--- config.mk ---
export PLATFORM = sky130hd
export DESIGN_NAME = ipq_ram
export DESIGN_NICKNAME = d
export VERILOG_FILES = /design/src/hw/rtl/ipq_ram.sv
export SDC_FILE = /design/constraint.sdc
export NUM_CORES = 2
export LEC_CHECK = 0
export ABC_AREA = 0
export BUFFER_PORTS_ARGS = -buffer_cell sky130_fd_sc_hd__buf_2
export CORE_ASPECT_RATIO = 2
export CORE_UTILIZATION = 45
export CTS_CLUSTER_SIZE = 40
export DETAILED_ROUTE_END_ITERATION = 16
export PLACE_DENSITY = 0.72
export SLEW_MARGIN = 10
export SYNTH_ARGS = -nofsm -noshare
export SYNTH_HDL_FRONTEND = slang
export SYNTH_SLANG_ARGS = --single-unit
--- constraint.sdc ---
create_clock -name i_clk -period 3.55 [get_ports i_clk]
set_input_delay 0.71 -clock i_clk [delete_from_list [all_inputs] [get_ports i_clk]]
set_output_delay 0.71 -clock i_clk [all_outputs]
set_load 0.01 [all_outputs]
--- src/hw/rtl/ipq_ram.sv ---
module ipq_ram #(
    parameter int WIDTH = 8,
    parameter int DEPTH = 256
) (
    input  logic                     i_clk,
    input  logic                     i_we,
    input  logic [$clog2(DEPTH)-1:0] i_waddr,
    input  logic [WIDTH-1:0]         i_wdata,
    input  logic [$clog2(DEPTH)-1:0] i_raddr,
    output logic [WIDTH-1:0]         o_rdata
);

    logic [WIDTH-1:0] r_mem [DEPTH];

    always_ff @(posedge i_clk) begin
        if (i_we) begin
            r_mem[i_waddr] <= i_wdata;
        end
        o_rdata <= r_mem[i_raddr];
    end

endmodule

Word-level counts from Yosys, hierarchy flattened. Memory sizes are Yosys's and may differ from the RTL's. A register that Yosys moved wholly into a read port is not among the register bits. Cells that the tools add are included.

Register bits: 0. Memory bits (writable): 2048. Output and inout bits: 8. Memories kept: 1.

Memories: r_mem (depth 256, bits a word 8, rd ports 1, clocked after Yosys merged registers in 1, wr ports 1, RTL line 13) `logic [WIDTH-1:0] r_mem [DEPTH];`.

Multiplexer cells: 2.

Operator list (number): 1-bit two-way mux (2).

Depth between registers and ports, before layout.
Depth in word-level cells: 2. Gate-level depth with buffers: 11. Gate-level depth less buffers: 6.

Least setup slack after synthesis. No wires, ideal clock.

Path kind: input-to-reg. From: input i_raddr[0]. To: register o_rdata[2] (read register of r_mem). Setup time: 131 ps. Arrival: 2517 ps. Path slack: 902 ps. Stages on the path: 9. Path through: buf_6 > buf_12 > buf_8 > buf_2 > mux4_2 > a22oi_1 > a21oi_1 > nor4_1 > nor4_2.

RTL lines: start: declaration (RTL line 9) `input logic [$clog2(DEPTH)-1:0] i_raddr,`; end: declaration (RTL line 10) `output logic [WIDTH-1:0] o_rdata`.

==> results.cfg <==
[cts]
worst_skew_pair.late_latency_ns = 0.82
ctsLongestPathBuffers = 4
cts_tree = yes
post-cts-setup-buffer-count = 0
post_cts_hold_buffer_count = 0
h-tree-depth = 4
post_cts_resized = 0
cts_sinks = 2056
clkTransAtPathRegs_ns = 0.07
cts_inserted_buffers = 165
clk_tree_root_cell = clkbuf_16

[critical_path]
cpPeakStageDelay_ns = 0.68
timing.critical_path.buf_inv = 3
timing.critical_path.required_ns = 4.21
worst_setup_path_category = in -> reg
slowest_stage = a221oi_1
path_cells = buf_8, buf_12, buf_12, mux4_2, a22o_1, a221oi_1, o32ai_1, nor3_1, nor4_1
end_kind = flop
critPathArrivalTime_ns = 3.93
path_common_cell = buf_12
start_kind = input port
crit_path_max_fanout = 21
cp_top_family = compound AO/OA/AOI/OAI gates

[routing]
drt_drc_violations_left = 0
postRouteWirelength_mm = 208
detailedRoute.firstPassIterationCount = 6
detailroute.via_count = 40444
drt.antenna.violating_nets = 0
drt_iter0_drc = 4495
viasPerCell = 6.10
drt-wirelength-per-cell_um = 31.3

[layout]
final_layout_net_count = 4233
layout.cells.most_common = edfxtp_1
areaGrowthSynthToFinish_pct = 14.5
most-common-layout-cells = edfxtp_1 (2048), buf_4 (467), mux4_2 (454), nor2_1 (279), clkbuf_16 (167)
multi_input_area_sq_um = 16500
final_layout_size_suffix_gt1_share_pct = 29.0
num-fill-cells = 13211
sequential_cell_area_sq_um = 61700
final_area_sq_um = 91100
stdcell_count = 6631

[floorplan]
floorplan.initialDensity_pct = 45.4
std_cell_rows = 217
design.portCount = 34
design.core.area_sq_um = 175000
vertical_die_dimension_um = 597
full_die_area_sq_um = 179000
die_outline_width_um = 299

[synthesis]
synth.ff_latch_count = 2056
synthDistinctLibCells = 55
gate_count_after_technology_mapping = 3733
mappedNetlistNets = 3759
postSynth.asyncResetShare_pct = 0
synthFlopType = edfxtp_1
synth_edf_count = 2048
syn-cell-area_sq_um = 79600
synth.avg_cell_area_sq_um = 21.3
synth_sequential_area_ratio_pct = 77.5
synth-warning-count = 0

[power_and_ir_drop]
vdd_drop_max_uv = 512
sw_frac_of_total_pct = 20.8
cell_internal_pwr_w = 0.0382
p_leak_nw = 28.9
power.density_nw_per_um2 = 530
power.share.sequential_pct = 55.4
switchingPower_w = 0.0101
clock_power_share_pct = 39.1
power_frac_comb_pct = 5.5

[sta]
rsz0062_at_grt = no
timing.final.setup_violations = 0
fmax_mhz = 306
worst-slew-pin-transition_ns = 1.08
timing.clock.skew_ns = 0.0498
min_period_ns = 3.26
timing.max_slew.rel_slack_pct = 28.1
final_hold_viol_count = 0
fin_crit_sh_pct = 92.0
slew_violations = 0
timing.final.ws_setup_ns = 0.286

[min_path]
timing.hold.worst.class = in -> reg

[place]
place_ws_ns = -0.562
placed_cells_incl_taps = 6339
count_of_input_and_output_buffers = 33
place_hpwl_mm = 139
place.gp.congestion = 0.889
placement_stage_cell_area_sq_um = 85600

[global_route]
gr-usage-all-layers_pct = 23.3
grt_start_max_net_pins = 117
overflow_left_after_global_routing = 0
number_of_global_route_vias_before_repair = 41923
grt_antenna_before_repair = 17
grt_first_pass_wirelength_mm = 296

[run]
cap_viol_max_count = 0

[run_status]
status = complete, no violations
-- power groups by stage --
stage / clock network (W) / registers (W) / logic, W
floorplan: 0 / 0.0273 / 0.00130
global placement: 0 / 0.0273 / 0.00261
detailed placement: 0 / 0.0273 / 0.00266
CTS: 0.0190 / 0.0268 / 0.00266
global route: 0.0198 / 0.0268 / 0.00275
finish: 0.0189 / 0.0268 / 0.00266
-- synthesized netlist by cell type, drive strengths merged (4+ instances only) --
| library cell | number | share of area [%] |
|---|---|---|
| o211ai | 10 | 0.094 |
| nor2b | 31 | 0.24 |
| clkbuf | 111 | 0.52 |
| nor4 | 27 | 0.24 |
| o221ai | 47 | 0.53 |
| nand4 | 10 | 0.079 |
| o32ai | 5 | 0.064 |
| a21oi | 96 | 0.60 |
| nor2 | 282 | 1.3 |
| dfxtp | 8 | 0.20 |
| or2 | 4 | 0.031 |
| a221oi | 14 | 0.16 |
| o21ai | 12 | 0.075 |
| nand2b | 8 | 0.063 |
| nor3 | 22 | 0.14 |
| a22o | 8 | 0.088 |
| and2 | 6 | 0.047 |
| mux2i | 134 | 1.7 |
| o22a | 5 | 0.055 |
| nand2 | 33 | 0.16 |
| a211oi | 16 | 0.15 |
| mux4 | 456 | 13 |
| a22oi | 133 | 1.3 |
| edfxtp | 2048 | 77 |
| o22ai | 28 | 0.22 |
| nand3 | 34 | 0.21 |
| a2111oi | 5 | 0.066 |
| buf | 122 | 1.3 |
-- kinds of logic after synthesis --
family          synth area share (%)
buf+inv                         1.83
simple gates                    2.63
compound gates                  3.42
mux                             14.6
flops                           77.5
-- state kept, by name (all words and copies together), names as in the netlist --
register and flops:
r_mem 2048, o_rdata 8
-- per-layer routing --
metal  vias up  track usage, %  wire length, um
met5         -               0               81
met4        12            16.9            17400
met3       648            3.36            14300
met2      2100            42.3           111000
met1     21109            24.3            64400
li1      16575               -                -
-- path summary, 6_finish.rpt --
kind                                         startpoint                      to  slack [ns]  cells after the start
worst min register to register  r_mem[214][0]$_DFFE_PP_      o_rdata[0]$_DFF_P_        1.17                      5
worst max register to register  r_mem[211][3]$_DFFE_PP_      o_rdata[3]$_DFF_P_        0.64                      6
worst max-delay path                         i_raddr[0]      o_rdata[3]$_DFF_P_        0.29                      9
worst min-delay path                         i_wdata[2]  r_mem[55][2]$_DFFE_PP_        0.40                      1
-- final cells by class --
cell class | count | area share (%)
clock inverter | 85 | 1.15
sequential | 2056 | 67.7
clock buffer | 203 | 4.83
antenna | 4 | 0.0110
multi-input combinational | 1442 | 18.1
inverter | 2 | 0.00824
timing repair buffer | 540 | 5.02
tap | 2299 | 3.16
-- stage by stage --
| stage | util, % | total power, W | TNS, ns | hold WS (ns) |
|---|---|---|---|---|
| after floorplan | - | 0.0286 | 0 | 0.770 |
| after global placement | 48.9 | 0.0299 | -3.01 | 1.12 |
| after detailed placement | 48.9 | 0.0300 | -1.91 | 1.12 |
| after CTS | 52.0 | 0.0485 | 0 | 0.372 |
| after global routing | 52.0 | 0.0493 | 0 | 0.416 |
| final | 52.0 | 0.0483 | 0 | 0.402 |
(Power assumes the default switching activity.)
